[src/rtl/core/m68kocd_pkg.sv]
// Shared types and constants for the 68000 opcode class decoder.
package m68kocd_pkg;

    localparam int OPCODE_W = 16;
    localparam int CLASS_W  = 7;
    localparam int OUT_TDATA_W = 8;

    // Special-case field values used by the decode.
    localparam logic [7:0] LOW8_CCR    = 8'h3C;   // immediate-to-CCR form
    localparam logic [5:0] EA_ILLEGAL  = 6'o74;   // ILLEGAL effective-address code
    localparam logic [4:0] SEL_DBCC    = 5'd25;   // line 5 bits 7:3 for DBcc
    localparam logic [4:0] SEL_SBCD    = 5'd16;   // line 8 bits 8:4 for SBCD

    typedef enum logic [CLASS_W-1:0] {
        CLS_NONE            = 7'd0,
        CLS_CMPI            = 7'd1,
        CLS_EORI_CCR        = 7'd2,
        CLS_EORI            = 7'd3,
        CLS_ADDI            = 7'd4,
        CLS_SUBI            = 7'd5,
        CLS_ANDI_CCR        = 7'd6,
        CLS_ANDI            = 7'd7,
        CLS_ORI_CCR         = 7'd8,
        CLS_ORI             = 7'd9,
        CLS_STATIC_BIT      = 7'd10,
        CLS_MOVEP           = 7'd11,
        CLS_DYNAMIC_BIT     = 7'd12,
        CLS_MOVEA           = 7'd13,
        CLS_MOVE            = 7'd14,
        CLS_MOVE_FROM_SR    = 7'd15,
        CLS_NEGX            = 7'd16,
        CLS_CLR             = 7'd17,
        CLS_MOVE_TO_CCR     = 7'd18,
        CLS_NEG             = 7'd19,
        CLS_MOVE_TO_SR      = 7'd20,
        CLS_NOT             = 7'd21,
        CLS_NBCD            = 7'd22,
        CLS_SWAP            = 7'd23,
        CLS_PEA             = 7'd24,
        CLS_EXT_W           = 7'd25,
        CLS_MOVEM_FROM_REGS = 7'd26,
        CLS_EXT_L           = 7'd27,
        CLS_ILLEGAL         = 7'd28,
        CLS_TAS             = 7'd29,
        CLS_TST             = 7'd30,
        CLS_MOVEM_TO_REGS   = 7'd31,
        CLS_TRAP            = 7'd32,
        CLS_LINK            = 7'd33,
        CLS_UNLK            = 7'd34,
        CLS_MOVE_TO_USP     = 7'd35,
        CLS_MOVE_FROM_USP   = 7'd36,
        CLS_RESET           = 7'd37,
        CLS_NOP             = 7'd38,
        CLS_STOP            = 7'd39,
        CLS_RTE             = 7'd40,
        CLS_RTS             = 7'd41,
        CLS_TRAPV           = 7'd42,
        CLS_RTR             = 7'd43,
        CLS_JSR             = 7'd44,
        CLS_JMP             = 7'd45,
        CLS_CHK             = 7'd46,
        CLS_LEA             = 7'd47,
        CLS_DBCC            = 7'd48,
        CLS_SCC             = 7'd49,
        CLS_ADDQ            = 7'd50,
        CLS_SUBQ            = 7'd51,
        CLS_BCC             = 7'd52,
        CLS_MOVEQ           = 7'd53,
        CLS_SBCD            = 7'd54,
        CLS_DIVS            = 7'd55,
        CLS_DIVU            = 7'd56,
        CLS_OR              = 7'd57,
        CLS_SUBX            = 7'd58,
        CLS_SUBA            = 7'd59,
        CLS_SUB             = 7'd60,
        CLS_LINE_A          = 7'd61,
        CLS_CMPM            = 7'd62,
        CLS_EOR             = 7'd63,
        CLS_CMPA            = 7'd64,
        CLS_CMP             = 7'd65,
        CLS_MULU            = 7'd66,
        CLS_MULS            = 7'd67,
        CLS_ABCD            = 7'd68,
        CLS_AND             = 7'd69,
        CLS_EXG_DATA        = 7'd70,
        CLS_EXG_ADDR        = 7'd71,
        CLS_EXG_MIXED       = 7'd72,
        CLS_ADDX            = 7'd73,
        CLS_ADDA            = 7'd74,
        CLS_ADD             = 7'd75,
        CLS_MEMORY_SHIFT    = 7'd76,
        CLS_REGISTER_SHIFT  = 7'd77,
        CLS_LINE_F          = 7'd78
    } t_instr_class;

endpackage

[src/rtl/core/m68k_opcode_class_decoder.sv]
// Top level of the 68000 opcode class decoder: input register, decode, result register.
//
// Usage:
//   Slave stream (i_s_axis_*) carries one 16-bit opcode word per request.
//   Master stream (o_m_axis_*) returns one instruction class per request, in
//   order: 0 for no class, 1..78 for the classes, 61 for any line-A word and
//   78 for any line-F word.
//   A request is taken on a rising edge with tvalid and tready both high.
// Pipeline:
//   Two stages: the word is held in an input register, decoded by short
//   field logic, and the class lands in the result register. A taken request
//   passes both registers before its result is offered. One request is taken
//   per cycle unless the result stalls, set by the single reg-to-reg decode path.
// Reset:
//   i_rst_n is synchronous and active low; it drops both stage valids, so no
//   result is pending afterwards. No other state is kept.
// Stalls:
//   When the receiver holds i_m_axis_tready low, the result register holds
//   its class; the input register still takes one more request, and then
//   o_s_axis_tready drops until the result is taken. No request is lost.
module m68k_opcode_class_decoder (
    input  logic        i_clk,
    input  logic        i_rst_n,
    // Input requests.
    input  logic        i_s_axis_tvalid,
    output logic        o_s_axis_tready,
    input  logic [15:0] i_s_axis_tdata,   // [15:0] opcode_word
    // Results.
    output logic        o_m_axis_tvalid,
    input  logic        i_m_axis_tready,
    output logic [7:0]  o_m_axis_tdata    // [6:0] instr_class, [7] zero
);

    logic                                r_in_valid;
    logic                                n_in_valid;
    logic [m68kocd_pkg::OPCODE_W-1:0]    r_in_word;
    logic                                r_out_valid;
    logic                                n_out_valid;
    m68kocd_pkg::t_instr_class           r_out_class;
    m68kocd_pkg::t_instr_class           w_class;
    logic                                w_out_free;
    logic                                w_adv;
    logic                                w_accept;

    // Result register is free when empty or being drained this cycle.
    assign w_out_free      = !r_out_valid || i_m_axis_tready;
    // Advance the held word into the result register.
    assign w_adv           = r_in_valid && w_out_free;
    assign o_s_axis_tready = !r_in_valid || w_out_free;
    assign w_accept        = i_s_axis_tvalid && o_s_axis_tready;

    m68kocd_classify u_classify (
        .i_word  (r_in_word),
        .o_class (w_class)
    );

    always_comb begin
        n_in_valid = r_in_valid;
        if (w_accept)
            n_in_valid = 1'b1;
        else if (w_adv)
            n_in_valid = 1'b0;

        n_out_valid = r_out_valid;
        if (w_adv)
            n_out_valid = 1'b1;
        else if (i_m_axis_tready)
            n_out_valid = 1'b0;
    end

    always_ff @(posedge i_clk) begin
        if (!i_rst_n) begin
            r_in_valid  <= 1'b0;
            r_out_valid <= 1'b0;
        end else begin
            r_in_valid  <= n_in_valid;
            r_out_valid <= n_out_valid;
        end
    end

    // Payload registers: load on the input handshake or on advance, hold otherwise.
    always_ff @(posedge i_clk) begin
        if (w_accept)
            r_in_word <= i_s_axis_tdata;
        if (w_adv)
            r_out_class <= w_class;
    end

    assign o_m_axis_tvalid = r_out_valid;
    assign o_m_axis_tdata  = {{(m68kocd_pkg::OUT_TDATA_W - m68kocd_pkg::CLASS_W){1'b0}},
                              r_out_class};

    // A taken request is always held in the input register next cycle.
    a_accept_holds: assert property (@(posedge i_clk) disable iff (!i_rst_n)
        w_accept |=> r_in_valid)
        else $error("accepted request not held in input register");

    // A word that moves on lands in the result register with its decoded class.
    a_adv_result: assert property (@(posedge i_clk) disable iff (!i_rst_n)
        w_adv |=> (o_m_axis_tvalid && r_out_class == $past(w_class)))
        else $error("advanced word did not produce its class");

    // An empty input register never backs up the sender.
    a_empty_ready: assert property (@(posedge i_clk) disable iff (!i_rst_n)
        !r_in_valid |-> o_s_axis_tready)
        else $error("input stalled while input register empty");

    // A stalled result keeps the input register from overwriting its word.
    a_stall_hold: assert property (@(posedge i_clk) disable iff (!i_rst_n)
        (r_in_valid && r_out_valid && !i_m_axis_tready) |=> $stable(r_in_word))
        else $error("input word lost during a result stall");

endmodule

[src/rtl/core/m68kocd_classify.sv]
// Combinational field decode of one 68000 opcode word into its class.
module m68kocd_classify (
    input  logic [m68kocd_pkg::OPCODE_W-1:0] i_word,
    output m68kocd_pkg::t_instr_class        o_class
);

    logic [3:0] w_line;
    logic [2:0] w_om;
    logic       w_b8;
    logic [1:0] w_sz;
    logic [2:0] w_mode;
    logic [4:0] w_sel;

    assign w_line = i_word[15:12];
    assign w_om   = i_word[8:6];
    assign w_b8   = i_word[8];
    assign w_sz   = i_word[7:6];
    assign w_mode = i_word[5:3];
    assign w_sel  = i_word[7:3];

    // Line 0: immediates, bit operations and MOVEP.
    function automatic m68kocd_pkg::t_instr_class dec_line0(input logic [15:0] w);
        m68kocd_pkg::t_instr_class c;
        logic ccr;
        ccr = (w[7:0] == m68kocd_pkg::LOW8_CCR);
        unique case (w[11:8])
            4'd12:   c = m68kocd_pkg::CLS_CMPI;
            4'd10:   c = ccr ? m68kocd_pkg::CLS_EORI_CCR : m68kocd_pkg::CLS_EORI;
            4'd6:    c = m68kocd_pkg::CLS_ADDI;
            4'd4:    c = m68kocd_pkg::CLS_SUBI;
            4'd2:    c = ccr ? m68kocd_pkg::CLS_ANDI_CCR : m68kocd_pkg::CLS_ANDI;
            4'd0:    c = ccr ? m68kocd_pkg::CLS_ORI_CCR : m68kocd_pkg::CLS_ORI;
            4'd8:    c = m68kocd_pkg::CLS_STATIC_BIT;
            default: begin
                if (w[8] && w[5:3] == 3'd1)
                    c = m68kocd_pkg::CLS_MOVEP;
                else if (w[8])
                    c = m68kocd_pkg::CLS_DYNAMIC_BIT;
                else
                    c = m68kocd_pkg::CLS_NONE;
            end
        endcase
        return c;
    endfunction

    // Line 4, sub-line 14: trap, link, stack and control words, jumps.
    function automatic m68kocd_pkg::t_instr_class dec_misc(input logic [15:0] w);
        m68kocd_pkg::t_instr_class c;
        m68kocd_pkg::t_instr_class jump;
        if (w[7:6] == 2'd2)
            jump = m68kocd_pkg::CLS_JSR;
        else if (w[7:6] == 2'd3)
            jump = m68kocd_pkg::CLS_JMP;
        else
            jump = m68kocd_pkg::CLS_NONE;
        unique case (w[7:3])
            5'd8, 5'd9: c = m68kocd_pkg::CLS_TRAP;
            5'd10:      c = m68kocd_pkg::CLS_LINK;
            5'd11:      c = m68kocd_pkg::CLS_UNLK;
            5'd12:      c = m68kocd_pkg::CLS_MOVE_TO_USP;
            5'd13:      c = m68kocd_pkg::CLS_MOVE_FROM_USP;
            5'd14: begin
                unique case (w[2:0])
                    3'd0:    c = m68kocd_pkg::CLS_RESET;
                    3'd1:    c = m68kocd_pkg::CLS_NOP;
                    3'd2:    c = m68kocd_pkg::CLS_STOP;
                    3'd3:    c = m68kocd_pkg::CLS_RTE;
                    3'd5:    c = m68kocd_pkg::CLS_RTS;
                    3'd6:    c = m68kocd_pkg::CLS_TRAPV;
                    3'd7:    c = m68kocd_pkg::CLS_RTR;
                    default: c = jump;   // the gap in the control group falls through
                endcase
            end
            default:    c = jump;
        endcase
        return c;
    endfunction

    // Line 4: miscellaneous single-operand group.
    function automatic m68kocd_pkg::t_instr_class dec_line4(input logic [15:0] w);
        m68kocd_pkg::t_instr_class c;
        logic sz3;
        logic dreg;
        sz3  = (w[7:6] == 2'd3);
        dreg = (w[5:3] == 3'd0);
        unique case (w[11:8])
            4'd0:  c = sz3 ? m68kocd_pkg::CLS_MOVE_FROM_SR : m68kocd_pkg::CLS_NEGX;
            4'd2:  c = m68kocd_pkg::CLS_CLR;
            4'd4:  c = sz3 ? m68kocd_pkg::CLS_MOVE_TO_CCR : m68kocd_pkg::CLS_NEG;
            4'd6:  c = sz3 ? m68kocd_pkg::CLS_MOVE_TO_SR : m68kocd_pkg::CLS_NOT;
            4'd8: begin
                unique case (w[7:6])
                    2'd0:    c = m68kocd_pkg::CLS_NBCD;
                    2'd1:    c = dreg ? m68kocd_pkg::CLS_SWAP : m68kocd_pkg::CLS_PEA;
                    2'd2:    c = dreg ? m68kocd_pkg::CLS_EXT_W
                                      : m68kocd_pkg::CLS_MOVEM_FROM_REGS;
                    default: c = dreg ? m68kocd_pkg::CLS_EXT_L
                                      : m68kocd_pkg::CLS_MOVEM_FROM_REGS;
                endcase
            end
            4'd10: begin
                if (sz3)
                    c = (w[5:0] == m68kocd_pkg::EA_ILLEGAL) ? m68kocd_pkg::CLS_ILLEGAL
                                                            : m68kocd_pkg::CLS_TAS;
                else
                    c = m68kocd_pkg::CLS_TST;
            end
            4'd12: c = w[7] ? m68kocd_pkg::CLS_MOVEM_TO_REGS : m68kocd_pkg::CLS_NONE;
            4'd14: c = dec_misc(w);
            default: begin
                if (w[8:6] == 3'd6)
                    c = m68kocd_pkg::CLS_CHK;
                else if (w[8:6] == 3'd7)
                    c = m68kocd_pkg::CLS_LEA;
                else
                    c = m68kocd_pkg::CLS_NONE;
            end
        endcase
        return c;
    endfunction

    always_comb begin
        unique case (w_line)
            4'd0:             o_class = dec_line0(i_word);
            4'd1, 4'd2, 4'd3: o_class = (w_om == 3'd1) ? m68kocd_pkg::CLS_MOVEA
                                                       : m68kocd_pkg::CLS_MOVE;
            4'd4:             o_class = dec_line4(i_word);
            4'd5: begin
                if (w_sel == m68kocd_pkg::SEL_DBCC)
                    o_class = m68kocd_pkg::CLS_DBCC;
                else if (w_sz == 2'd3)
                    o_class = m68kocd_pkg::CLS_SCC;
                else
                    o_class = w_b8 ? m68kocd_pkg::CLS_SUBQ : m68kocd_pkg::CLS_ADDQ;
            end
            4'd6:  o_class = m68kocd_pkg::CLS_BCC;
            4'd7:  o_class = w_b8 ? m68kocd_pkg::CLS_NONE : m68kocd_pkg::CLS_MOVEQ;
            4'd8: begin
                if (i_word[8:4] == m68kocd_pkg::SEL_SBCD)
                    o_class = m68kocd_pkg::CLS_SBCD;
                else if (w_om == 3'd7)
                    o_class = m68kocd_pkg::CLS_DIVS;
                else if (w_om == 3'd3)
                    o_class = m68kocd_pkg::CLS_DIVU;
                else
                    o_class = m68kocd_pkg::CLS_OR;
            end
            4'd9: begin
                if (i_word[5:4] == 2'd0 && w_b8 && w_sz != 2'd3)
                    o_class = m68kocd_pkg::CLS_SUBX;
                else if (w_om == 3'd3 || w_om == 3'd7)
                    o_class = m68kocd_pkg::CLS_SUBA;
                else
                    o_class = m68kocd_pkg::CLS_SUB;
            end
            4'd10: o_class = m68kocd_pkg::CLS_LINE_A;
            4'd11: begin
                if (w_b8 && w_mode == 3'd1 && w_sz != 2'd3)
                    o_class = m68kocd_pkg::CLS_CMPM;
                else if (w_om == 3'd4 || w_om == 3'd5 || w_om == 3'd6)
                    o_class = m68kocd_pkg::CLS_EOR;
                else if (w_om == 3'd3 || w_om == 3'd7)
                    o_class = m68kocd_pkg::CLS_CMPA;
                else
                    o_class = m68kocd_pkg::CLS_CMP;
            end
            4'd12: begin
                if (w_om == 3'd3)
                    o_class = m68kocd_pkg::CLS_MULU;
                else if (w_om == 3'd7)
                    o_class = m68kocd_pkg::CLS_MULS;
                else if (w_om == 3'd4)
                    o_class = (i_word[5:4] == 2'd0) ? m68kocd_pkg::CLS_ABCD
                                                    : m68kocd_pkg::CLS_AND;
                else if (w_om == 3'd5 && w_mode == 3'd0)
                    o_class = m68kocd_pkg::CLS_EXG_DATA;
                else if (w_om == 3'd5 && w_mode == 3'd1)
                    o_class = m68kocd_pkg::CLS_EXG_ADDR;
                else if (w_om == 3'd6 && w_mode == 3'd1)
                    o_class = m68kocd_pkg::CLS_EXG_MIXED;
                else
                    o_class = m68kocd_pkg::CLS_AND;   // mixed exchange with other modes too
            end
            4'd13: begin
                if (w_b8 && i_word[5:4] == 2'd0 && w_sz != 2'd3)
                    o_class = m68kocd_pkg::CLS_ADDX;
                else if (w_om == 3'd3 || w_om == 3'd7)
                    o_class = m68kocd_pkg::CLS_ADDA;
                else
                    o_class = m68kocd_pkg::CLS_ADD;
            end
            4'd14: o_class = (w_sz == 2'd3 && !i_word[11]) ? m68kocd_pkg::CLS_MEMORY_SHIFT
                                                           : m68kocd_pkg::CLS_REGISTER_SHIFT;
            default: o_class = m68kocd_pkg::CLS_LINE_F;
        endcase
    end

endmodule

[config.mk]
export PLATFORM = sky130hd
export DESIGN_NAME = m68k_opcode_class_decoder
export DESIGN_NICKNAME = d
export VERILOG_FILES = /design/src/rtl/core/m68kocd_pkg.sv /design/src/rtl/core/m68k_opcode_class_decoder.sv /design/src/rtl/core/m68kocd_classify.sv
export SDC_FILE = /design/constraint.sdc
export NUM_CORES = 1
export LEC_CHECK = 0
export BUFFER_PORTS_ARGS = -buffer_cell sky130_fd_sc_hd__buf_2
export CAP_MARGIN = 30
export CORE_MARGIN = 5
export CORE_UTILIZATION = 61
export CTS_CLUSTER_SIZE = 30
export DETAILED_ROUTE_END_ITERATION = 8
export HOLD_SLACK_MARGIN = 0.12
export PLACE_DENSITY_LB_ADDON = 0.1
export SLEW_MARGIN = 15
export SYNTH_ARGS = -nofsm -noshare
export SYNTH_HDL_FRONTEND = slang
export SYNTH_SLANG_ARGS = --single-unit
[constraint.sdc]
create_clock -name i_clk -period 4.9 [get_ports i_clk]
set_input_delay 0.245 -clock i_clk [delete_from_list [all_inputs] [get_ports i_clk]]
set_output_delay 0.245 -clock i_clk [all_outputs]
set_load 0.02 [all_outputs]
==> results.cfg <==
[worst_setup_path]
endpoint = r_out_class[1]
cp_data_arrival_time_ns = 2.55
cp-end-kind = flop
r2r_slack_ns = 2.42
crit_path_start = r_in_word[7]
r2r_start = r_in_word[7]
start_kind = flop
timing.rr.end = r_out_class[1]
r2r_cells = 5
cp.required_ns = 4.97
path_class = reg -> reg
crit_fanout = 20

[global_routing]
grt_use_total_pct = 25.2
grt_start_max_net_pins = 27
grt_antenna_before_repair = 0
grt_overflow = 0
grt_pass1_vias = 1784
grt_pass1_wl_um = 8470

[sta]
rsz0062_at_grt = no
timing.final.ws_setup_ns = 2.42
relSlewSlack_pct = 49.9
skew_ns = 0.00537
hold_violations = 0
tns_ns = 0
fin_crit_sh_pct = 50.7
setup_viol = 0
period_needed_ns = 2.48
fmax_mhz = 403
tightestPinTransition_ns = 0.752
drv_slew = 0

[logic_synthesis]
ys_seq_area_share_pct = 38.4
synth_fp_nets = 236
synth-edff-count = 23
yosys-top-cells-area = edfxtp_1, o21ai_0, a21oi_1, a31oi_1, nand2_1
ys_warn_count = 0
synth_seq_cells = 25
netlist-cell-type-count = 60
synth_top_area_share_pct = 36.3
synthCells = 216
async_flop_share_pct = 0
ys.flop_type = edfxtp_1
yosysTopAreaCell = edfxtp_1
avgSynthCellArea_um2 = 8.80
syn-cell-area_mm2 = 0.00190

[route]
wl_um = 5090
avgRoutedWirePerCell_um = 17.7
firstDrtPassIters = 5
via_per_inst = 6.56
vias = 1883
ant_nets = 0
drt_iter0_drc = 230
drc = 0

[final_layout]
fin_nets = 264
drive_gt1_share_pct = 15.2
final-instance-count-excl-fill = 287
syn2layout_area_growth_pct = 14.2
final_area_mm2 = 0.00217
antenna_cells = 0

[clock_network]
clk_pin_slew_ns = 0.13
clkLatencyLatePin_ns = 0.33
cts_htree_levels = 1
cts-buffers-inserted = 3
cts.path.max_buffers = 2
cts.sinks = 25
cts_setup_buffers = 0
cts_resized = 0
cts_tree = built
cts_root_buf = clkbuf_4

[pwr]
combinationalPowerShare_pct = 20.4
switching_power_uw = 142
leakagePower_uw = 0.000797
switching_share_pct = 30.4
p_clk_share_pct = 20.4
p_per_area_mw_per_mm2 = 216
irDropWorstVdd_mv = 0.161
p_seq_share_pct = 59.2
p_int_uw = 327

[floorplanning]
core-area_mm2 = 0.00303
ios = 30
initial_utilization_pct = 62.8
die_w_um = 65.8
die_area_mm2 = 0.00433
rows = 20
die_h_um = 65.8

[placement]
pre_cts_ws_ns = 2.48
dpl_cell_area_mm2 = 0.00198
dp.cells = 267
dp_hpwl_um = 3330
portBuffers = 28
place_congestion = 0.914

[min_path]
worstHoldPathType = in -> reg
worstHoldPathCells = 2

[flow_run]
maxCapViolCount = 0

[outcome]
status = finished, final reports clean
flip-flops by register name, indices dropped and copies added (netlist names):
name             cells
o_m_axis_tvalid      1
r_in_word           16
r_out_class          7
r_in_valid           1
worst min-delay path by stage:
stage	startpoint	endpoint	slack, ns
floorplan	i_s_axis_tdata[0]	r_in_word[0]	0.34
global placement	i_s_axis_tdata[8]	r_in_word[8]	0.42
detailed placement	i_s_axis_tdata[1]	r_in_word[1]	0.42
CTS	i_rst_n	o_m_axis_tvalid	0.13
global route	i_rst_n	o_m_axis_tvalid	0.16
finish	i_rst_n	o_m_axis_tvalid	0.16
power groups by stage:
stage | clock network [uW] | logic, uW | registers [uW]
after floorplan | 0 | 76.1 | 264
after global placement | 0 | 82.0 | 280
after detailed placement | 0 | 83.5 | 281
after CTS | 94.0 | 93.5 | 276
after global routing | 107 | 105 | 280
final | 95.7 | 95.9 | 278
critical path, cell delays in order (launching register included):
cell and delay, ns:
edfxtp_1 0.75, nand2_1 0.45, a31oi_1 0.33, o21ai_0 0.10
a2111oi_0 0.44, o311ai_1 0.16
cell type report:
class | instances | area, um2
clock buffers | 4 | 26.3
fillers | 213 | 857
inverters | 9 | 33.8
multi-input cells | 161 | 1020
flip-flops and latches | 25 | 731
well taps | 44 | 55.1
repair buffers | 44 | 300
stage by stage:
step	hold slack (ns)	utilization, %	total power [uW]
after detailed placement	0.423	65.5	364
final	0.161	71.7	469
after CTS	0.130	71.7	464
after floorplan	0.344	-	340
after global placement	0.421	65.5	362
after global routing	0.158	71.7	492
cells in the mapped netlist, types with 3 or more instances:
| cell type | count |
|---|---|
| buf_2 | 8 |
| a21oi_1 | 13 |
| nor3b_1 | 5 |
| o21ai_0 | 20 |
| a21o_1 | 4 |
| o2111ai_1 | 3 |
| edfxtp_1 | 23 |
| a31oi_1 | 9 |
| nand3_1 | 5 |
| nand2b_1 | 3 |
| nand4_1 | 3 |
| a211oi_1 | 3 |
| or3_1 | 3 |
| and2_1 | 4 |
| nor2_1 | 14 |
| inv_1 | 9 |
| nand2_1 | 15 |
| o21a_1 | 3 |
| nor2b_1 | 9 |
| clkbuf_1 | 9 |
cells by family (layout without fill, tap and decap cells):
group           after synthesis  in the layout  synth area share [%]
simple gates                 80             80                  25.4
compound gates               76             76                  26.2
buf+inv                      30             57                  7.64
flops                        25             25                  38.4
mux                           2              2                  1.12
fa+ha+maj                     1              1                 0.527
other cells                   1              1                 0.197
xor+xnor                      1              1                 0.461
repair_timing:
item,in CTS,in global routing
endpoints found under the setup margin,0,0
hold buffers,16,0
endpoints found under the hold margin,16,0
placed cells by master, fill, tap and decap left out, types with 3 or more instances in the layout:
master / synthesis / routed
nand4_1: 3 / 3
nand3_1: 5 / 5
a211oi_1: 3 / 3
nor2_1: 14 / 14
a21oi_1: 13 / 13
clkbuf_4: 0 / 3
dlygate4sd3_1: 0 / 16
o21ai_0: 20 / 20
or3_1: 3 / 3
inv_1: 9 / 9
o21a_1: 3 / 3
nor2b_1: 9 / 9
o2111ai_1: 3 / 3
nor3b_1: 5 / 5
edfxtp_1: 23 / 23
nand2b_1: 3 / 3
nand2_1: 15 / 15
a21o_1: 4 / 4
a31oi_1: 9 / 9
buf_2: 8 / 28
and2_1: 4 / 4
layer usage:
metal | track usage (%) | vias to the layer above | routed length, um
met2 | 43.6 | 132 | 2480
met1 | 31.6 | 862 | 2020
met5 | 0 | - | 0
met3 | 4.42 | 13 | 490
li1 | - | 876 | -
met4 | 8.03 | 0 | 101
No activity file was read; power rests on OpenSTA's default activity.
